### src/rtl/phase_current_reconstruct_park_assert.svh
// Assertion macros for the phase current rebuild block.
// Used by the top level; relies on a clk and rst in the including scope.
`ifndef PHASE_CURRENT_RECONSTRUCT_PARK_ASSERT_SVH
`define PHASE_CURRENT_RECONSTRUCT_PARK_ASSERT_SVH
`ifndef SYNTHESIS
// checked outside reset
`define PCRP_ASSERT(name, prop, msg) \
  name: assert property (@(posedge clk) disable iff (rst) prop) else $error(msg);
// checked at every edge, reset included
`define PCRP_ASSERT_ALWAYS(name, prop, msg) \
  name: assert property (@(posedge clk) prop) else $error(msg);
`else
`define PCRP_ASSERT(name, prop, msg)
`define PCRP_ASSERT_ALWAYS(name, prop, msg)
`endif
`endif

### src/rtl/pcrp_pkg.sv
// Shared widths, sector codes, sideband type and rounding helpers.
// No dependencies; imported by every pcrp module.
`timescale 1ns / 1ps
package pcrp_pkg;

  localparam int CW      = 16;          // current width
  localparam int TW      = 16;          // sin/cos width, Q1.(TW-1)
  localparam int ONW     = 16;          // on-time width
  localparam int DENW    = ONW + 1;     // on-time sum
  localparam int DW      = DENW + 1;    // divisor = 2 * sum
  localparam int QW      = CW + 1;      // quotient, up to 2^(CW-1)
  localparam int NW      = QW + ONW;    // dividend 2*mag*num + den
  localparam int KW      = 16;
  localparam int INV_SQRT3 = 18919;     // 1/sqrt(3) in Q0.15
  localparam int KFRAC   = 15;
  localparam int PRODW   = CW + 1 + KW + 1;
  localparam int BW      = PRODW - KFRAC;
  localparam int PW      = BW + TW;
  localparam int SUMW    = 40;

  localparam logic [2:0] SEC_U  = 3'd0;
  localparam logic [2:0] SEC_UV = 3'd1;
  localparam logic [2:0] SEC_V  = 3'd2;
  localparam logic [2:0] SEC_VW = 3'd3;
  localparam logic [2:0] SEC_W  = 3'd4;
  localparam logic [2:0] SEC_WU = 3'd5;

  typedef struct packed {
    logic signed [CW-1:0] u;
    logic signed [CW-1:0] v;
    logic signed [CW-1:0] w;
    logic [2:0]           sec;
    logic                 two;
    logic                 den_zero;
    logic                 neg;
    logic signed [TW-1:0] s;
    logic signed [TW-1:0] c;
  } side_t;

  // saturate to a signed current
  function automatic logic signed [CW-1:0] sat_cur(input logic signed [SUMW-1:0] x);
    logic signed [SUMW-1:0] hi;
    logic signed [SUMW-1:0] lo;
    hi = SUMW'((SUMW'(1) <<< (CW-1)) - 1);
    lo = -hi - SUMW'(1);
    if (x > hi) return hi[CW-1:0];
    else if (x < lo) return lo[CW-1:0];
    else return x[CW-1:0];
  endfunction

  // negate with saturation
  function automatic logic signed [CW-1:0] neg_sat(input logic signed [CW-1:0] x);
    return sat_cur(-SUMW'(x));
  endfunction

  // x / 2^n rounded to nearest, ties away from zero
  function automatic logic signed [SUMW-1:0] round_sh(input logic signed [SUMW-1:0] x,
                                                      input int n);
    logic signed [SUMW-1:0] half;
    half = SUMW'(1) <<< (n - 1);
    if (x < 0) return (x + half - SUMW'(1)) >>> n;
    else return (x + half) >>> n;
  endfunction

endpackage

### src/rtl/pcrp_park.sv
// Back stages: split currents, Clarke beta, Park rotation, saturation.
// Depends on pcrp_pkg.
`timescale 1ns / 1ps
module pcrp_park import pcrp_pkg::*; (
  input  logic                 clk,
  input  logic                 rst,
  input  logic                 ce,
  input  logic                 in_valid,
  input  logic [QW-1:0]        q_a,
  input  logic [QW-1:0]        q_b,
  input  side_t                side,
  output logic                 out_valid,
  output logic signed [CW-1:0] phase_u,
  output logic signed [CW-1:0] phase_v,
  output logic signed [CW-1:0] phase_w,
  output logic signed [CW-1:0] current_d,
  output logic signed [CW-1:0] current_q
);

  // stage E: signed, saturated split currents placed by sector
  logic                 e_valid;
  logic signed [CW-1:0] e_u, e_v, e_w, e_u_next, e_v_next, e_w_next;
  logic signed [TW-1:0] e_s, e_c;
  logic signed [CW-1:0] fa, fb;

  always_comb begin
    fa = side.neg ? sat_cur(-SUMW'(q_a)) : sat_cur(SUMW'(q_a));
    fb = side.neg ? sat_cur(-SUMW'(q_b)) : sat_cur(SUMW'(q_b));
    if (side.den_zero) begin
      fa = '0;
      fb = '0;
    end
    e_u_next = side.u;
    e_v_next = side.v;
    e_w_next = side.w;
    if (side.two) begin
      unique case (side.sec)
        SEC_UV: begin
          e_u_next = fa;
          e_v_next = fb;
        end
        SEC_VW: begin
          e_v_next = fa;
          e_w_next = fb;
        end
        SEC_WU: begin
          e_u_next = fa;
          e_w_next = fb;
        end
        default: ;
      endcase
    end
  end

  always_ff @(posedge clk) begin
    if (rst) e_valid <= 1'b0;
    else if (ce) e_valid <= in_valid;
  end

  always_ff @(posedge clk) begin
    if (ce) begin
      e_u <= e_u_next;
      e_v <= e_v_next;
      e_w <= e_w_next;
      e_s <= side.s;
      e_c <= side.c;
    end
  end

  // stage F: (v - w) * 1/sqrt(3)
  logic                    f_valid;
  logic signed [PRODW-1:0] f_prod;
  logic signed [CW-1:0]    f_u, f_v, f_w;
  logic signed [TW-1:0]    f_s, f_c;
  logic signed [CW:0]      diff;
  logic signed [KW:0]      kc;

  assign diff = (CW+1)'(e_v) - (CW+1)'(e_w);
  assign kc   = (KW+1)'(INV_SQRT3);

  always_ff @(posedge clk) begin
    if (rst) f_valid <= 1'b0;
    else if (ce) f_valid <= e_valid;
  end

  always_ff @(posedge clk) begin
    if (ce) begin
      f_prod <= PRODW'(diff) * PRODW'(kc);
      f_u    <= e_u;
      f_v    <= e_v;
      f_w    <= e_w;
      f_s    <= e_s;
      f_c    <= e_c;
    end
  end

  // stage G: round beta to a current LSB
  logic                 g_valid;
  logic signed [BW-1:0] g_beta;
  logic signed [CW-1:0] g_u, g_v, g_w;
  logic signed [TW-1:0] g_s, g_c;
  logic signed [SUMW-1:0] beta_full;

  assign beta_full = round_sh(SUMW'(f_prod), KFRAC);

  always_ff @(posedge clk) begin
    if (rst) g_valid <= 1'b0;
    else if (ce) g_valid <= f_valid;
  end

  always_ff @(posedge clk) begin
    if (ce) begin
      g_beta <= beta_full[BW-1:0];
      g_u    <= f_u;
      g_v    <= f_v;
      g_w    <= f_w;
      g_s    <= f_s;
      g_c    <= f_c;
    end
  end

  // stage H: four Park products
  logic                 h_valid;
  logic signed [PW-1:0] h_bs, h_uc, h_bc, h_us;
  logic signed [CW-1:0] h_u, h_v, h_w;

  always_ff @(posedge clk) begin
    if (rst) h_valid <= 1'b0;
    else if (ce) h_valid <= g_valid;
  end

  always_ff @(posedge clk) begin
    if (ce) begin
      h_bs <= PW'(g_beta) * PW'(g_s);
      h_uc <= PW'(g_u) * PW'(g_c);
      h_bc <= PW'(g_beta) * PW'(g_c);
      h_us <= PW'(g_u) * PW'(g_s);
      h_u  <= g_u;
      h_v  <= g_v;
      h_w  <= g_w;
    end
  end

  // stage I: sum, round once, saturate; this is the output register
  logic signed [SUMW-1:0] d_full, q_full;

  assign d_full = round_sh(SUMW'(h_bs) + SUMW'(h_uc), TW - 1);
  assign q_full = round_sh(SUMW'(h_bc) - SUMW'(h_us), TW - 1);

  always_ff @(posedge clk) begin
    if (rst) out_valid <= 1'b0;
    else if (ce) out_valid <= h_valid;
  end

  always_ff @(posedge clk) begin
    if (ce) begin
      phase_u   <= h_u;
      phase_v   <= h_v;
      phase_w   <= h_w;
      current_d <= sat_cur(d_full);
      current_q <= sat_cur(q_full);
    end
  end

endmodule

### config.mk
export PLATFORM = sky130hd
export DESIGN_NAME = pcrp_park
export DESIGN_NICKNAME = d
export VERILOG_FILES = /design/src/rtl/phase_current_reconstruct_park_assert.svh /design/src/rtl/pcrp_pkg.sv /design/src/rtl/pcrp_park.sv
export SDC_FILE = /design/constraint.sdc
export NUM_CORES = 2
export LEC_CHECK = 0
export ABC_AREA = 1
export BUFFER_PORTS_ARGS = -buffer_cell sky130_fd_sc_hd__buf_2
export CAP_MARGIN = 20
export CORE_ASPECT_RATIO = 0.6
export CORE_MARGIN = 2
export CORE_UTILIZATION = 60
export CTS_CLUSTER_DIAMETER = 100
export DETAILED_ROUTE_END_ITERATION = 10
export HOLD_SLACK_MARGIN = 0.12
export PLACE_DENSITY_LB_ADDON = 0.3
export SYNTH_ARGS = -nofsm -noshare
export SYNTH_HDL_FRONTEND = slang
export SYNTH_SLANG_ARGS = --single-unit
### constraint.sdc
create_clock -name clk -period 23 [get_ports clk]
set_input_delay 4.6 -clock clk [delete_from_list [all_inputs] [get_ports clk]]
set_output_delay 4.6 -clock clk [all_outputs]
set_load 0.05 [all_outputs]
==> impl_metrics.env <==
export IMPL_die_h_microns=281.2
export IMPL_ys_warn_count=0
export IMPL_yosysTopAreaCell="fa_1"
export IMPL_ios=205
export IMPL_path_clk_slew_ps=70
export IMPL_netlist_instances=8885
export IMPL_drtAntennaViolNets=0
export IMPL_period_needed_ps=9031
export IMPL_grt_pass1_vias=59650
export IMPL_netlist_area_leader_share_pct=32.34
export IMPL_htreeDepth=2
export IMPL_cts_setup_buffers=0
export IMPL_layoutNonFillerInstCount=10740
export IMPL_fin_crit_sh_pct=39.27
export IMPL_setup_viol_count_final=0
export IMPL_hold_buffers=0
export IMPL_grt_max_degree=94
export IMPL_nets=10890
export IMPL_rsz0062_at_grt="false"
export IMPL_dieArea_sq_mm=0.1310
export IMPL_cp_end_kind="register"
export IMPL_worstSetupPathType="register to register"
export IMPL_ys_top_cells_by_area="fa_1, edfxtp_1, inv_1"
export IMPL_crit_arrival_ps=9460
export IMPL_avgViaCountPerCell=5.546
export IMPL_post_place_ws_ps=14200
export IMPL_synth_edf_count=554
export IMPL_cts_buffers=56
export IMPL_slew_headroom_pct=8.281
export IMPL_wl_mm=221.0
export IMPL_finalSetupTns_ps=0
export IMPL_drt_iter0_drc=7196
export IMPL_die_w_microns=466.0
export IMPL_async_reset_ff_share_pct=0
export IMPL_synth_seq_cells=559
export IMPL_hp_class="register to register"
export IMPL_n_fill_cell=10520
export IMPL_dpl_cell_count=10620
export IMPL_timing_fmax_mhz=110.7
export IMPL_finalHoldViolations=0
export IMPL_drive_gt1_share_pct=6.481
export IMPL_portBuffers=204
export IMPL_path_common_cell="fa_1"
export IMPL_routedWlPerCell_microns=20.59
export IMPL_worstPathMaxFanout=7
export IMPL_area_delta_synth_final_pct=6.169
export IMPL_synth_avg_cell_area_sq_um=8.647
export IMPL_ys_types=59
export IMPL_synth_top_flop_cell="edfxtp_1"
export IMPL_fin_skew_ps=77.21
export IMPL_clk_path_buf_depth=3
export IMPL_synth_nets=10800
export IMPL_dp_hpwl_mm=177.3
export IMPL_synth_most_common_cell="inv_1"
export IMPL_clkLatencyLatePin_ps=720
export IMPL_grt_pass1_wl_mm=345.5
export IMPL_first_pass_iters=6
export IMPL_cp_slowest_cell="xor2_1"
export IMPL_synth_common_cells="inv_1, nand2_1, fa_1"
export IMPL_syn_cell_area_sq_mm=0.07683
export IMPL_drc=0
export IMPL_slowest_delay_ps=700
export IMPL_start_kind="register"
export IMPL_worst_slack_ps=13970
export IMPL_ys_seq_area_share_pct=21.78
export IMPL_antenna_found_initial=19
export IMPL_cp_required_ps=23430
export IMPL_cts_sinks=559
export IMPL_root_buffer="clkbuf_16"
export IMPL_maxCapViolCount=0
export IMPL_maxSlewViolCount=0
export IMPL_status="complete, no violations"
export IMPL_place_congestion=1.040
export IMPL_start_util_pct=60.62
export IMPL_rows=101
export IMPL_cts_resized_gates=0
export IMPL_grt_ovfl_total=0
export IMPL_gr_usage_all_layers_pct=34.84
export IMPL_worstMarginPinSlew_ps=1354
export IMPL_core_sq_mm=0.1268
export IMPL_vias=59530
export IMPL_cts_tree="done"
## final timing paths
| kind | start | end | slack, ps | depth (start not counted) |
|---|---|---|---|---|
| worst max-delay path | e_v[2] | f_prod[30] | 13970 | 30 |
| worst min-delay path | f_w[1] | g_w[1] | 410 | 0 |
| worst max register to register | e_v[2] | f_prod[30] | 13970 | 30 |
| worst min register to register | f_w[1] | g_w[1] | 410 | 0 |
## area by class of cell
type,instances,area [sq um],share of cell area [%]
diodes,10,25.02,0.03068
clock buffers,63,1428,1.750
flip-flops and latches,559,16740,20.52
repair buffers,297,1772,2.172
clock inverters,42,395.4,0.4847
multi-input cells,5742,50370,61.75
inverters,2323,8720,10.69
well taps,1699,2126,2.606
## placed cells by master, fill, tap and decap left out, types with 30 or more instances in the layout
master     synthesis  layout
nand2_1         2219    2219
ha_1             548     548
fa_1            1241    1241
o21ai_0          124     123
nand3_1          285     285
buf_2              2     203
clkbuf_16          0      56
buf_4              0      90
xor2_1           191     191
nand2_2           62      62
edfxtp_1         554     554
nor2_2            56      57
xnor2_1           97      97
inv_1           2299    2299
nor2_1           297     296
nand4_1           86      86
a21oi_1          257     257
nor3_1            30      30
## cells by family (layout without fill, tap and decap cells)
logic type / count (synthesis) / after routing / synth area share [%]
xor+xnor: 288 / 288 / 3.283
other cells: 0 / 10 / 0
buf+inv: 2584 / 2725 / 12.67
flops: 559 / 559 / 21.78
compound gates: 547 / 547 / 4.105
simple gates: 3118 / 3118 / 16.90
fa+ha+maj: 1789 / 1789 / 41.26
## metal layers
metal	share of wire, %	track usage, %	up-vias
met3	16	13.86	251
li1	-	-	26770
met1	46	56.94	29110
met2	36	43.02	3389
met4	1.4	4.770	10
met5	0.096	0.9239	-
## critical path: cells and delay by family (launching register included)
kind / cells / cell delay, ps
adder cells (fa/ha/maj): 8 / 3560
buffers and inverters: 3 / 180
XOR/XNOR: 2 / 860
AND/OR/NAND/NOR: 3 / 240
AO/OA/AOI/OAI: 14 / 3510
flip-flops: 1 / 410
## per-stage QoR
| step | utilization (%) | hold slack, ps | instance area [sq um] |
|---|---|---|---|
| floorplan | - | 400.3 | 76830 |
| global placement | 62.84 | 400.5 | 79650 |
| detailed placement | 62.85 | 404.5 | 79670 |
| CTS | 64.29 | 405.8 | 81490 |
| global route | 64.35 | 420.6 | 81570 |
| finish | 64.36 | 405.9 | 81570 |
## flip-flops by register name (all words and copies together) (netlist names), 19 cells and up
signal and count:
f_prod 33, g_beta 19, h_bc 35, h_bs 35, h_uc 32, h_us 32
Power is left out: the tool's default activity adds up to more than one toggle a clock period on the data nets, which glitch-free logic cannot reach.
