$ cat src/rtl/phase_current_reconstruct_park_assert.svh
// Assertion macros for the phase current rebuild block.
// Used by the top level; relies on a clk and rst in the including scope.
`ifndef PHASE_CURRENT_RECONSTRUCT_PARK_ASSERT_SVH
`define PHASE_CURRENT_RECONSTRUCT_PARK_ASSERT_SVH
`ifndef SYNTHESIS
// checked outside reset
`define PCRP_ASSERT(name, prop, msg) \
  name: assert property (@(posedge clk) disable iff (rst) prop) else $error(msg);
// checked at every edge, reset included
`define PCRP_ASSERT_ALWAYS(name, prop, msg) \
  name: assert property (@(posedge clk) prop) else $error(msg);
`else
`define PCRP_ASSERT(name, prop, msg)
`define PCRP_ASSERT_ALWAYS(name, prop, msg)
`endif
`endif

$ cat src/rtl/pcrp_pkg.sv
// Shared widths, sector codes, sideband type and rounding helpers.
// No dependencies; imported by every pcrp module.
`timescale 1ns / 1ps
package pcrp_pkg;

  localparam int CW      = 16;          // current width
  localparam int TW      = 16;          // sin/cos width, Q1.(TW-1)
  localparam int ONW     = 16;          // on-time width
  localparam int DENW    = ONW + 1;     // on-time sum
  localparam int DW      = DENW + 1;    // divisor = 2 * sum
  localparam int QW      = CW + 1;      // quotient, up to 2^(CW-1)
  localparam int NW      = QW + ONW;    // dividend 2*mag*num + den
  localparam int KW      = 16;
  localparam int INV_SQRT3 = 18919;     // 1/sqrt(3) in Q0.15
  localparam int KFRAC   = 15;
  localparam int PRODW   = CW + 1 + KW + 1;
  localparam int BW      = PRODW - KFRAC;
  localparam int PW      = BW + TW;
  localparam int SUMW    = 40;

  localparam logic [2:0] SEC_U  = 3'd0;
  localparam logic [2:0] SEC_UV = 3'd1;
  localparam logic [2:0] SEC_V  = 3'd2;
  localparam logic [2:0] SEC_VW = 3'd3;
  localparam logic [2:0] SEC_W  = 3'd4;
  localparam logic [2:0] SEC_WU = 3'd5;

  typedef struct packed {
    logic signed [CW-1:0] u;
    logic signed [CW-1:0] v;
    logic signed [CW-1:0] w;
    logic [2:0]           sec;
    logic                 two;
    logic                 den_zero;
    logic                 neg;
    logic signed [TW-1:0] s;
    logic signed [TW-1:0] c;
  } side_t;

  // saturate to a signed current
  function automatic logic signed [CW-1:0] sat_cur(input logic signed [SUMW-1:0] x);
    logic signed [SUMW-1:0] hi;
    logic signed [SUMW-1:0] lo;
    hi = SUMW'((SUMW'(1) <<< (CW-1)) - 1);
    lo = -hi - SUMW'(1);
    if (x > hi) return hi[CW-1:0];
    else if (x < lo) return lo[CW-1:0];
    else return x[CW-1:0];
  endfunction

  // negate with saturation
  function automatic logic signed [CW-1:0] neg_sat(input logic signed [CW-1:0] x);
    return sat_cur(-SUMW'(x));
  endfunction

  // x / 2^n rounded to nearest, ties away from zero
  function automatic logic signed [SUMW-1:0] round_sh(input logic signed [SUMW-1:0] x,
                                                      input int n);
    logic signed [SUMW-1:0] half;
    half = SUMW'(1) <<< (n - 1);
    if (x < 0) return (x + half - SUMW'(1)) >>> n;
    else return (x + half) >>> n;
  endfunction

endpackage

$ cat src/rtl/pcrp_front.sv
// Front stages: negation, sector rules, on-time split setup and products.
// Depends on pcrp_pkg.
`timescale 1ns / 1ps
module pcrp_front import pcrp_pkg::*; (
  input  logic                 clk,
  input  logic                 rst,
  input  logic                 ce,
  input  logic                 in_valid,
  input  logic signed [CW-1:0] raw_u,
  input  logic signed [CW-1:0] raw_v,
  input  logic signed [CW-1:0] raw_w,
  input  logic [2:0]           pwm_sector,
  input  logic [ONW-1:0]       on_u,
  input  logic [ONW-1:0]       on_v,
  input  logic [ONW-1:0]       on_w,
  input  logic signed [TW-1:0] sin_angle,
  input  logic signed [TW-1:0] cos_angle,
  output logic                 out_valid,
  output logic [NW-1:0]        n_a,
  output logic [NW-1:0]        n_b,
  output logic [DW-1:0]        d,
  output side_t                side
);

  // stage A: negated readings
  logic                 a_valid;
  logic signed [CW-1:0] a_u, a_v, a_w;
  logic [2:0]           a_sec;
  logic [ONW-1:0]       a_tu, a_tv, a_tw;
  logic signed [TW-1:0] a_s, a_c;

  always_ff @(posedge clk) begin
    if (rst) a_valid <= 1'b0;
    else if (ce) a_valid <= in_valid;
  end

  always_ff @(posedge clk) begin
    if (ce) begin
      a_u   <= neg_sat(raw_u);
      a_v   <= neg_sat(raw_v);
      a_w   <= neg_sat(raw_w);
      a_sec <= pwm_sector;
      a_tu  <= on_u;
      a_tv  <= on_v;
      a_tw  <= on_w;
      a_s   <= sin_angle;
      a_c   <= cos_angle;
    end
  end

  // stage B: sector rule, returning current magnitude, split operands
  side_t          b_side, b_side_next;
  logic           b_valid;
  logic [QW-1:0]  b_mag, b_mag_next;
  logic [ONW-1:0] b_num_a, b_num_a_next, b_num_b, b_num_b_next;
  logic [DENW-1:0] b_den, b_den_next;
  logic signed [CW-1:0] ret_src;

  always_comb begin
    b_side_next          = '0;
    b_side_next.u        = a_u;
    b_side_next.v        = a_v;
    b_side_next.w        = a_w;
    b_side_next.sec      = a_sec;
    b_side_next.s        = a_s;
    b_side_next.c        = a_c;
    b_num_a_next         = '0;
    b_num_b_next         = '0;
    b_den_next           = '0;
    ret_src              = '0;
    unique case (a_sec)
      SEC_U: b_side_next.u = sat_cur(-(SUMW'(a_v) + SUMW'(a_w)));
      SEC_V: b_side_next.v = sat_cur(-(SUMW'(a_u) + SUMW'(a_w)));
      SEC_W: b_side_next.w = sat_cur(-(SUMW'(a_u) + SUMW'(a_v)));
      SEC_UV: begin
        b_side_next.two = 1'b1;
        ret_src         = a_w;
        b_num_a_next    = a_tu;
        b_num_b_next    = a_tv;
      end
      SEC_VW: begin
        b_side_next.two = 1'b1;
        ret_src         = a_u;
        b_num_a_next    = a_tv;
        b_num_b_next    = a_tw;
      end
      SEC_WU: begin
        b_side_next.two = 1'b1;
        ret_src         = a_v;
        b_num_a_next    = a_tu;
        b_num_b_next    = a_tw;
      end
      default: ;
    endcase
    b_den_next           = DENW'(b_num_a_next) + DENW'(b_num_b_next);
    b_side_next.den_zero = (b_den_next == '0);
    // returning current is minus the source: negative when source is positive
    b_side_next.neg      = !ret_src[CW-1] && (ret_src != '0);
    b_mag_next           = ret_src[CW-1] ? QW'(-SUMW'(ret_src)) : QW'(ret_src);
  end

  always_ff @(posedge clk) begin
    if (rst) b_valid <= 1'b0;
    else if (ce) b_valid <= a_valid;
  end

  always_ff @(posedge clk) begin
    if (ce) begin
      b_side  <= b_side_next;
      b_mag   <= b_mag_next;
      b_num_a <= b_num_a_next;
      b_num_b <= b_num_b_next;
      b_den   <= b_den_next;
    end
  end

  // stage C: dividends 2*mag*num + den, divisor 2*den
  always_ff @(posedge clk) begin
    if (rst) out_valid <= 1'b0;
    else if (ce) out_valid <= b_valid;
  end

  always_ff @(posedge clk) begin
    if (ce) begin
      n_a  <= ((NW'(b_mag) * NW'(b_num_a)) << 1) + NW'(b_den);
      n_b  <= ((NW'(b_mag) * NW'(b_num_b)) << 1) + NW'(b_den);
      d    <= {b_den, 1'b0};
      side <= b_side;
    end
  end

endmodule

$ cat config.mk
export PLATFORM = sky130hd
export DESIGN_NAME = pcrp_front
export DESIGN_NICKNAME = d
export VERILOG_FILES = /design/src/rtl/phase_current_reconstruct_park_assert.svh /design/src/rtl/pcrp_pkg.sv /design/src/rtl/pcrp_front.sv
export SDC_FILE = /design/constraint.sdc
export NUM_CORES = 2
export LEC_CHECK = 0
export BUFFER_PORTS_ARGS = -buffer_cell sky130_fd_sc_hd__buf_2
export CAP_MARGIN = 20
export CORE_ASPECT_RATIO = 1.75
export CORE_UTILIZATION = 25
export CTS_BUF_LIST = sky130_fd_sc_hd__clkbuf_8
export CTS_CLUSTER_SIZE = 20
export DETAILED_ROUTE_END_ITERATION = 6
export PLACE_DENSITY = 0.49
export SLEW_MARGIN = 0
export SYNTH_ARGS = -nofsm -noshare
export SYNTH_HDL_FRONTEND = slang
export SYNTH_SLANG_ARGS = --single-unit
$ cat constraint.sdc
create_clock -name clk -period 10.45 [get_ports clk]
set_input_delay 2.09 -clock clk [delete_from_list [all_inputs] [get_ports clk]]
set_output_delay 2.09 -clock clk [all_outputs]
set_load 0.1 [all_outputs]
==> summary.md <==
| Metric | Value |
|---|---|
| Routed wire length | `121,000 um` |
| Initial drt markers | `1,519` |
| Post-CTS Setup Inserts | `0` |
| Total power | `15.3 mW` |
| Leak pwr | `20.5 nW` |
| Multi-input gate area | `24,100 um2` |
| P_sw | `8.00 mW` |
| Slew Viols, Final | `0` |
| CTS tree | `yes` |
| Status | `finished clean` |
| GRT Residual Overflow | `0` |
| FMAX | `120 MHz` |
| Slew @ Worst Pin | `1.09 ns` |
| CTS sink count | `453` |
| Worst skew pair latency | `0.81 ns` |
| Vias post-DR | `28.6k` |
| # placed instances | `6,143` |
| Final setup viols | `0` |
| CTS Buffer Depth | `3` |
| Distinct cell type count after synthesis | `86` |
| Fin cells | `6,294` |
| GRT Util Overall | `14.8%` |
| # DRC | `0` |
| Cell Rows | `195` |
| Slew headroom | `27.2%` |
| Max-cap violation count | `0` |
| Hold Vio Cnt, Final | `0` |
| PostCTS Resize Cnt | `0` |
| Sequential share of the synthesized area | `33.5%` |
| Crit path DAT | `8.78 ns` |
| CTS HTree Levels | `3` |
| CTS root buf | `clkbuf_8` |
| Cts hold-fix bufs | `0` |
| Vias in the first global route | `30.4k` |
| IO Pins | `306` |
| Sequential Power Share | `18.3%` |
| Worst vdd ir | `331 uV` |
| Net Sw Frac | `52.1%` |
| Post-synthesis register bit count | `453` |
| Crit path kind | `reg2reg` |
| Hold depth | `0` |
| Clock skew | `0.0930 ns` |
| Global-route wire length before repair | `181,000 um` |
| GPL Wtd Cong | `0.878` |
| Commonest non-fill, non-tap cell in the layout | `inv_1` |
| Post-synth net total | `4,793` |
| Area leader, netlist | `edfxtp_1` |
| Commonest non-fill, non-tap cells in the layout | `inv_1, nand2_1, edfxtp_1` |
| Fin crit share | `79.6%` |
| Largest net degree at the start of global routing | `153` |
| Port bufs | `304` |
| CP max FO | `17` |
| Initial antenna violation count | `6` |
| Worst reg2reg path depth | `27` |
| HP Class | `reg2reg` |
| Die area | `164,000 um2` |
| # fillers | `17.0k` |
| Post-synth ARST share | `0%` |
| Area grow syn2layout | `13.5%` |
| Clock group share of total power | `11.2%` |
| RSZ-0062 raised after global routing | `no` |
| HPWL after detailed placement | `96,500 um` |
| Die Ht | `534 um` |
| R2r setup slk | `2.13 ns` |
| Initial Util | `25.1%` |
| Top cell type's share of synthesized area | `33.4%` |
| Final min period | `8.32 ns` |
| Fin area | `45,900 um2` |
| Vias per inst | `4.54` |
| Post-Synthesis Cells | `3,875` |
| Final hold slack | `0.371 ns` |
| Clock Pin Slew Worst Setup and Hold Paths | `0.06 ns` |
| Main synth FF type | `edfxtp_1` |
| PwrDens | `334 nW/um2` |
| WP data required | `10.91 ns` |
| Yosys warnings | `0` |
| Register Area | `13,600 um2` |
| Avg Inst Size Synth | `10.4 um2` |
| Initial DRT Pass Iterations | `5` |
| Top cells by area in the synthesized netlist | `edfxtp_1, fa_1, ha_1` |
| Internal | `7.34 mW` |
| Post-DR wirelength/cell | `19.2 um` |
| Chip width | `306 um` |
| Comb pwr share | `70.5%` |
| Layout cell share with drive strength beyond 1 | `11.6%` |
| Worst Setup Start Kind | `register` |
| Final nets | `5,076` |
| Number of synthesized flops with an enable pin | `450` |
| CTS Buf Count | `80` |
| Routed Antenna Nets | `0` |
| Setup TNS | `0 ns` |
| CORE AREA | `161,000 um2` |
| Mapped cell area | `40,500 um2` |
| Post-DP Area | `44,300 um2` |
| Setup crit end kind | `register` |
-- layout make-up --
| cell class | count | share of cell area (%) |
|---|---|---|
| multi-input combinational | 2668 | 52.4 |
| antenna | 4 | 0.0218 |
| timing repair buffer | 339 | 3.96 |
| clock buffer | 81 | 2.43 |
| tap | 2068 | 5.63 |
| inverter | 616 | 5.03 |
| sequential | 453 | 29.5 |
| clock inverter | 65 | 1.00 |
-- worst max-delay path: stages (launching register included) --
cell and delay, ns:
edfxtp_1 0.61, and2_1 0.26, fa_1 0.53, inv_1 0.05, fa_1 0.56, fa_1 0.45, fa_1 0.49, inv_1 0.06
fa_1 0.53, inv_1 0.05, fa_1 0.52, inv_1 0.04, ha_1 0.33, a21bo_2 0.24, a31oi_1 0.40, o21a_1 0.17
nor2_1 0.06, xnor2_1 0.13, ha_1 0.34, nand2_1 0.10, nor3_1 0.25, a21oi_1 0.15, o21ai_0 0.24, buf_4 0.17
and4_1 0.26, nor4b_1 0.58, nand3_1 0.18, xnor2_1 0.17
-- metal layers --
metal  routed length [um]  part of all wire (%)  track usage, %
met5                   23                 0.019               0
met4                 6020                   5.0            7.28
met3                 5770                   4.8            2.80
met2                65500                    54            28.2
met1                43400                    36            15.2
-- state kept, by name, summed over array words and instances (netlist names), 17 cells and up --
register  cells
b_side       86
n_b          32
b_mag        17
side         86
n_a          33
b_den        17
-- power groups by stage --
stage	clock network, mW	logic (mW)	registers [mW]
after CTS	1.81	11.1	2.82
after global routing	1.86	12.2	2.83
after detailed placement	0	11.1	2.85
final	1.72	10.8	2.80
after global placement	0	11.0	2.85
after floorplan	0	7.32	3.78
-- cell usage after synthesis (6+ instances only) --
cell type  instances
nand4_1            9
nand2_1          469
xnor2_1          134
fa_1             420
o21ai_0          127
clkbuf_1         130
o22ai_1            6
a21boi_0           6
mux2i_1           29
a31oi_1           19
nor4_1            16
xor2_1            81
or3_1             15
ha_1             363
a21oi_1          151
nand3_1           36
a221o_1           15
a22oi_1           23
edfxtp_1         450
o211ai_1          16
o41ai_1            6
a211oi_1          16
nor2_1           134
o21ai_1            8
o21bai_1          14
a22o_1            17
and2_1           271
o21a_1            18
a21o_1            54
o2111ai_1          7
inv_1            615
and3_1            10
nor3_1            39
or2_2              9
nor2b_1           23
nand2b_1          24
-- final timing paths --
path | from | end
worst max register to register | b_num_b[6]$_DFFE_PP_ | n_b[31]$_DFFE_PP_
worst min register to register | b_side[5]$_DFFE_PP_ | side[5]$_DFFE_PP_
worst min-delay path | b_side[5]$_DFFE_PP_ | side[5]$_DFFE_PP_
worst max-delay path | b_num_b[6]$_DFFE_PP_ | n_b[31]$_DFFE_PP_
-- per-stage QoR --
step	util [%]	setup slack (ns)
final	28.5	2.13
after global routing	28.5	1.56
after CTS	28.5	2.08
after detailed placement	27.5	2.25
after global placement	27.5	2.28
after floorplan	-	3.06
-- cell families (layout without fill, tap and decap cells) --
family,count (synthesis),count (layout),share of synthesized area [%]
buf+inv,754,1101,7.03
xor+xnor,216,216,4.69
flops,453,453,33.5
simple gates,1089,1089,13.1
mux,30,30,0.745
other cells,1,5,0.00926
compound gates,549,549,8.88
fa+ha+maj,783,783,32.0
No activity file was read; power rests on OpenSTA's default activity.
