--- config.mk ---
export PLATFORM = sky130hd
export DESIGN_NAME = pcrp_div
export DESIGN_NICKNAME = d
export VERILOG_FILES = /design/src/rtl/phase_current_reconstruct_park_assert.svh /design/src/rtl/pcrp_pkg.sv /design/src/rtl/pcrp_div.sv
export SDC_FILE = /design/constraint.sdc
export NUM_CORES = 2
export LEC_CHECK = 0
export BUFFER_PORTS_ARGS = -buffer_cell sky130_fd_sc_hd__buf_4
export CORE_MARGIN = 2
export CORE_UTILIZATION = 57
export CTS_BUF_LIST = sky130_fd_sc_hd__clkbuf_8
export DETAILED_ROUTE_END_ITERATION = 8
export PLACE_DENSITY_LB_ADDON = 0.05
export SLEW_MARGIN = 20
export SYNTH_ARGS = -nofsm -noshare
export SYNTH_HDL_FRONTEND = slang
export SYNTH_SLANG_ARGS = --single-unit
--- constraint.sdc ---
create_clock -name clk -period 10.3 [get_ports clk]
set_clock_uncertainty 0.1 [all_clocks]
set_input_delay 0.515 -clock clk [delete_from_list [all_inputs] [get_ports clk]]
set_output_delay 0.515 -clock clk [all_outputs]
set_load 0.01 [all_outputs]
--- src/rtl/phase_current_reconstruct_park_assert.svh ---
// Assertion macros for the phase current rebuild block.
// Used by the top level; relies on a clk and rst in the including scope.
`ifndef PHASE_CURRENT_RECONSTRUCT_PARK_ASSERT_SVH
`define PHASE_CURRENT_RECONSTRUCT_PARK_ASSERT_SVH
`ifndef SYNTHESIS
// checked outside reset
`define PCRP_ASSERT(name, prop, msg) \
  name: assert property (@(posedge clk) disable iff (rst) prop) else $error(msg);
// checked at every edge, reset included
`define PCRP_ASSERT_ALWAYS(name, prop, msg) \
  name: assert property (@(posedge clk) prop) else $error(msg);
`else
`define PCRP_ASSERT(name, prop, msg)
`define PCRP_ASSERT_ALWAYS(name, prop, msg)
`endif
`endif

--- src/rtl/pcrp_pkg.sv ---
// Shared widths, sector codes, sideband type and rounding helpers.
// No dependencies; imported by every pcrp module.
`timescale 1ns / 1ps
package pcrp_pkg;

  localparam int CW      = 16;          // current width
  localparam int TW      = 16;          // sin/cos width, Q1.(TW-1)
  localparam int ONW     = 16;          // on-time width
  localparam int DENW    = ONW + 1;     // on-time sum
  localparam int DW      = DENW + 1;    // divisor = 2 * sum
  localparam int QW      = CW + 1;      // quotient, up to 2^(CW-1)
  localparam int NW      = QW + ONW;    // dividend 2*mag*num + den
  localparam int KW      = 16;
  localparam int INV_SQRT3 = 18919;     // 1/sqrt(3) in Q0.15
  localparam int KFRAC   = 15;
  localparam int PRODW   = CW + 1 + KW + 1;
  localparam int BW      = PRODW - KFRAC;
  localparam int PW      = BW + TW;
  localparam int SUMW    = 40;

  localparam logic [2:0] SEC_U  = 3'd0;
  localparam logic [2:0] SEC_UV = 3'd1;
  localparam logic [2:0] SEC_V  = 3'd2;
  localparam logic [2:0] SEC_VW = 3'd3;
  localparam logic [2:0] SEC_W  = 3'd4;
  localparam logic [2:0] SEC_WU = 3'd5;

  typedef struct packed {
    logic signed [CW-1:0] u;
    logic signed [CW-1:0] v;
    logic signed [CW-1:0] w;
    logic [2:0]           sec;
    logic                 two;
    logic                 den_zero;
    logic                 neg;
    logic signed [TW-1:0] s;
    logic signed [TW-1:0] c;
  } side_t;

  // saturate to a signed current
  function automatic logic signed [CW-1:0] sat_cur(input logic signed [SUMW-1:0] x);
    logic signed [SUMW-1:0] hi;
    logic signed [SUMW-1:0] lo;
    hi = SUMW'((SUMW'(1) <<< (CW-1)) - 1);
    lo = -hi - SUMW'(1);
    if (x > hi) return hi[CW-1:0];
    else if (x < lo) return lo[CW-1:0];
    else return x[CW-1:0];
  endfunction

  // negate with saturation
  function automatic logic signed [CW-1:0] neg_sat(input logic signed [CW-1:0] x);
    return sat_cur(-SUMW'(x));
  endfunction

  // x / 2^n rounded to nearest, ties away from zero
  function automatic logic signed [SUMW-1:0] round_sh(input logic signed [SUMW-1:0] x,
                                                      input int n);
    logic signed [SUMW-1:0] half;
    half = SUMW'(1) <<< (n - 1);
    if (x < 0) return (x + half - SUMW'(1)) >>> n;
    else return (x + half) >>> n;
  endfunction

endpackage

--- src/rtl/pcrp_div.sv ---
// Two-lane pipelined restoring divider, one quotient bit per stage.
// Depends on pcrp_pkg; carries the item sideband alongside.
`timescale 1ns / 1ps
module pcrp_div import pcrp_pkg::*; (
  input  logic          clk,
  input  logic          rst,
  input  logic          ce,
  input  logic          in_valid,
  input  logic [NW-1:0] n_a,
  input  logic [NW-1:0] n_b,
  input  logic [DW-1:0] d,
  input  side_t         side_in,
  output logic          out_valid,
  output logic [QW-1:0] q_a,
  output logic [QW-1:0] q_b,
  output side_t         side_out
);

  logic [DW-1:0] rem_a [QW];
  logic [DW-1:0] rem_b [QW];
  logic [QW-1:0] low_a [QW];
  logic [QW-1:0] low_b [QW];
  logic [QW-1:0] quo_a [QW];
  logic [QW-1:0] quo_b [QW];
  logic [DW-1:0] dv    [QW];
  side_t         sd    [QW];
  logic          vld   [QW];

  for (genvar k = 0; k < QW; k++) begin : g_st
    logic [DW-1:0] ra_i, rb_i, d_i;
    logic [QW-1:0] la_i, lb_i, qa_i, qb_i;
    side_t         sd_i;
    logic          v_i;
    logic [DW:0]   sh_a, sh_b;
    logic          ge_a, ge_b;

    if (k == 0) begin : g_head
      // high dividend bits are already below the divisor
      assign ra_i = DW'(n_a[NW-1:QW]);
      assign rb_i = DW'(n_b[NW-1:QW]);
      assign la_i = n_a[QW-1:0];
      assign lb_i = n_b[QW-1:0];
      assign qa_i = '0;
      assign qb_i = '0;
      assign d_i  = d;
      assign sd_i = side_in;
      assign v_i  = in_valid;
    end else begin : g_body
      assign ra_i = rem_a[k-1];
      assign rb_i = rem_b[k-1];
      assign la_i = low_a[k-1];
      assign lb_i = low_b[k-1];
      assign qa_i = quo_a[k-1];
      assign qb_i = quo_b[k-1];
      assign d_i  = dv[k-1];
      assign sd_i = sd[k-1];
      assign v_i  = vld[k-1];
    end

    // shift in next dividend bit, trial subtract
    assign sh_a = {ra_i, la_i[QW-1]};
    assign sh_b = {rb_i, lb_i[QW-1]};
    assign ge_a = sh_a >= {1'b0, d_i};
    assign ge_b = sh_b >= {1'b0, d_i};

    always_ff @(posedge clk) begin
      if (rst) vld[k] <= 1'b0;
      else if (ce) vld[k] <= v_i;
    end

    always_ff @(posedge clk) begin
      if (ce) begin
        rem_a[k] <= ge_a ? DW'(sh_a - {1'b0, d_i}) : DW'(sh_a);
        rem_b[k] <= ge_b ? DW'(sh_b - {1'b0, d_i}) : DW'(sh_b);
        low_a[k] <= {la_i[QW-2:0], 1'b0};
        low_b[k] <= {lb_i[QW-2:0], 1'b0};
        quo_a[k] <= {qa_i[QW-2:0], ge_a};
        quo_b[k] <= {qb_i[QW-2:0], ge_b};
        dv[k]    <= d_i;
        sd[k]    <= sd_i;
      end
    end
  end

  assign out_valid = vld[QW-1];
  assign q_a       = quo_a[QW-1];
  assign q_b       = quo_b[QW-1];
  assign side_out  = sd[QW-1];

endmodule

==> run summary <==
The run finished with clean final reports. The synthesis-to-finish area growth is 14.1%. The setup slack of the most critical reg-to-reg path came out at approximately 6 ns. The via count of the first global-routing pass is 67601. 295 I/O pins were placed.

Broken down by cell family, the worst path's largest delay share belongs to compound AO/OA/AOI/OAI gates. The number of antenna violations at the first check in global routing came out at 4. CTS placed an instance of sky130_fd_sc_hd__clkbuf_8 at the clock tree root.

Measured against its own limit, the worst slew margin works out to between 20% and 30%. The initialized floorplan defines 170 standard-cell rows. The final period demand of the worst path came out at 4.24 ns. The netlist area before placement came out at roughly 120000 um2.

Leaving out fill and tap cells, the most frequent cells in the layout are 2921 x sky130_fd_sc_hd__edfxtp_1, 610 x sky130_fd_sc_hd__ha_1, 608 x sky130_fd_sc_hd__inv_1. The worst setup path category is flop to flop. The share of the synthesized area in the top cell type came out at 71.3%. The share of synthesized flip-flops with an asynchronous set or reset came out at 0%. Timing analysis after detailed placement gives a worst setup slack of 6.04 ns. The share of final-layout standard cells stronger than drive strength 1 came out at 13.6%. For the final routed database, the setup TNS stands at 0 ns. The total power is 37.5 mW. Entering global routing, the biggest net connects 212 pins. The core box area came out at 215000 um2.

The detail-routed net length per standard cell is about 19 um. Counting instances, the worst hold path has a depth of 2. In the post-synthesis netlist, the biggest area contributors are sky130_fd_sc_hd__edfxtp_1 71%, sky130_fd_sc_hd__ha_1 6.2%, sky130_fd_sc_hd__mux2_2 2.7%.

The synthesized design contains 2921 enable-type register cells. Setup repair after global routing left no endpoint under its margin. In this run the worst path has a maximum fanout of 20.

The via count of the routed design came out at 67475. STA classifies the critical path startpoint as a flop. The clock net in this run drives a total of 2921 sinks. The count of different cell masters after synthesis is 90. The power density normalized to cell area is about 270 nW/um2. The synthesized net count came out at 8856. The congestion estimate from routability-driven global placement came to 0.924.

The total setup violations reported at the end of the flow came out at 0. The timing-limited maximum frequency came out at 236 MHz. The post-detailed-route via-to-cell ratio is 5.52. The utilization of the core after routing is 65.4%. Global routing consumed, over all layers together, 21.2% of the routing resources. In this run the critical register-to-register path is captured at rem_b[0][72].

The signal on the critical path passes through inv_1, ha_1, nor2b_1, o31a_1, o311ai_0, a21oi_1, o311ai_0, nand3_1, buf_4, a21oi_1. The remaining routing DRC violations came out at 0. The share of the yosys chip area belonging to registers came out at 71.3%. The mean area per synthesized cell is 15.3 um2.

The CTS buffer count is 462. The total congestion overflow came out at 0. The overall die height is 469 um. The tool flagged a number of max-cap violations equal to 0.

Synthesis handed over a netlist of about 8000 instances. The first routing iteration left 4740 violations. In this run the worst hold path is classified as input pin to flop.

The die boundary width is around 470 um. The total count of hold-check failures in the final report is 0. The largest incremental delay on the critical path came out at 0.57 ns.

The library cell used most frequently in the layout, excluding fill and tap cells, is sky130_fd_sc_hd__edfxtp_1. The worst hold path terminates at sd[0][11]. The length of the first detailed-routing pass in iterations is 7.

The total count of max-transition violations in the final report came to 0. The area taken by multi-input logic gates came out at 33100 um2. The worst-case IR drop observed on VDD is 0.000163 V.

The half-perimeter wire length after placement is around 160000 um. The worst-skew pair later-pin latency is about 1.1 ns. The number of register bits inferred by synthesis came out at 2921. The fill cell instance count of the final layout came out at 14928. The leakage power total is 52.9 nW. Data on the critical path arrives at its endpoint at 4.94 ns. The maximum buffer depth of the clock tree came out at 4. The share of the cycle needed by the critical path after routing is 41.2%. At the pin with the least slew margin, the transition time is 1.10 ns. The startpoint identified for the worst hold timing path is side_in[11]. STA classifies the critical path endpoint as a flop.

The final setup slack of the worst path is 6.06 ns. The synthesized design spends more area on one cell type than any other, namely sky130_fd_sc_hd__edfxtp_1. The deepest level of the CTS H-tree is 5. TritonCTS built the clock tree. The final routed wirelength across all metal layers came out at 235000 um.

The floorplan step defined a die boundary enclosing 220000 um2. Measured in cells, the most critical reg-to-reg path has a length of 10. In this run the critical register-to-register path is launched from dv[0][55]. The number of I/O port buffers came out at 294. The first global-routing pass estimated 363000 um of wire.

The number of buffer and inverter instances along the worst setup path came out at 2. Once detail routing completed, the nets flagged for antenna violations numbered 0. The slowest stage of the critical path is the sky130_fd_sc_hd__o311ai_0 cell. The total area of sequential cells is between 80000 and 90000 um2.

For this run, the leading register cell type out of synthesis is sky130_fd_sc_hd__edfxtp_1. In the final design database the tool counted 9827 nets. The starting density of the core came out at 57.3%. The clock-pin slew on the worst setup and hold paths is 0.06 ns.

During synthesis, Yosys emitted a total of 0 warnings. The data required time of the critical path is between 10 and 15 ns.
-- worst register-to-register path, stage by stage, from the launching register on --
cell and delay (ns):
sky130_fd_sc_hd__edfxtp_1 0.50, sky130_fd_sc_hd__inv_1 0.22, sky130_fd_sc_hd__ha_1 0.28, sky130_fd_sc_hd__nor2b_1 0.15, sky130_fd_sc_hd__o31a_1 0.28, sky130_fd_sc_hd__o311ai_0 0.57
sky130_fd_sc_hd__a21oi_1 0.25, sky130_fd_sc_hd__o311ai_0 0.41, sky130_fd_sc_hd__nand3_1 0.45, sky130_fd_sc_hd__buf_4 0.38, sky130_fd_sc_hd__a21oi_1 0.40
-- layout make-up --
cell class	count	share of cell area, %
Clock buffer	462	4.53
Timing Repair Buffer	629	3.98
Sequential cell	2921	62.5
Inverter	475	1.27
Clock inverter	365	1.61
Tap cell	2838	2.53
Antenna cell	5	0.00891
Multi-Input combinational cell	4522	23.6
-- through the flow --
| step | area, um2 | hold slack (ns) | instances |
|---|---|---|---|
| 3_3_place_gp | 129000 | 0.300 | 11106 |
| 4_1_cts | 140000 | 0.00168 | 12212 |
| 3_5_place_dp | 129000 | 0.305 | 11106 |
| 5_1_grt | 140000 | 0.0232 | 12216 |
| 2_1_floorplan | 123000 | 0.300 | 8040 |
| 6_report | 140000 | 0.103 | 12217 |
-- per-layer routing --
layer | up-vias | GRT usage [%] | routed length, um
met5 | - | 0 | 12
met4 | 2 | 8.83 | 8990
met3 | 524 | 3.21 | 9250
met2 | 1552 | 36.5 | 118000
li1 | 32713 | - | -
met1 | 32684 | 26.9 | 98600
-- cells by family (layout without fill, tap and decap cells) --
logic type | Yosys count | after routing | synth area share, %
simple gates | 1450 | 1450 | 5.62
buf+inv | 597 | 1931 | 1.85
compound gates | 1705 | 1705 | 8.71
flops | 2921 | 2921 | 71.3
mux | 318 | 318 | 2.89
fa+ha+maj | 642 | 642 | 6.73
xor+xnor | 407 | 407 | 2.90
other cells | 0 | 5 | 0
-- worst max-delay path by stage --
stage                     cells after the start           end  slack [ns]       from
after global routing                         10  rem_b[0][72]        5.72  dv[0][55]
after CTS                                    10  rem_b[0][72]        5.98  dv[0][55]
after detailed placement                     10  rem_b[0][72]        6.04  dv[0][55]
after floorplan                              11  rem_b[0][27]        6.74   dv[0][1]
after global placement                       10  rem_b[0][72]        6.09  dv[0][55]
final                                        10  rem_b[0][72]        6.06  dv[0][55]
-- where the power goes --
group / switching, mW / internal (mW) / leakage (nW)
combinational: 6.61 / 5.16 / 19.5
sequential: 0.974 / 15.6 / 28.6
clock: 4.32 / 4.83 / 4.90
total: 11.9 / 25.6 / 52.9
-- registers in the layout, summed over array words and instances (netlist names) --
name / cells
rem_b: 288
dv: 288
sd: 1462
low_b: 136
quo_a: 153
vld: 17
quo_b: 153
low_a: 136
rem_a: 288
-- cells in the mapped netlist (38+ instances only) --
master                     instances
sky130_fd_sc_hd__nor2_1          448
sky130_fd_sc_hd__nor2b_1          86
sky130_fd_sc_hd__o21ai_0         446
sky130_fd_sc_hd__and2_1           40
sky130_fd_sc_hd__o21a_1          127
sky130_fd_sc_hd__nand2b_1         73
sky130_fd_sc_hd__inv_1           475
sky130_fd_sc_hd__nand4_1          70
sky130_fd_sc_hd__a21oi_1         496
sky130_fd_sc_hd__a211oi_1         57
sky130_fd_sc_hd__xnor2_1         242
sky130_fd_sc_hd__a31oi_1          59
sky130_fd_sc_hd__nand3_1         111
sky130_fd_sc_hd__nor3_1           72
sky130_fd_sc_hd__edfxtp_1       2921
sky130_fd_sc_hd__a21o_1          163
sky130_fd_sc_hd__clkbuf_1         95
sky130_fd_sc_hd__o31ai_1          38
sky130_fd_sc_hd__nand2_1         383
sky130_fd_sc_hd__xor2_1          165
sky130_fd_sc_hd__mux2_2          294
sky130_fd_sc_hd__ha_1            610
sky130_fd_sc_hd__o21bai_1         51
-- what timing repair did --
item,in CTS,in global routing
resized for setup,0,0
hold buffers,279,0
buffers inserted,0,0
endpoints found under the hold margin,327,0
Power figures use the tool's default switching activity.
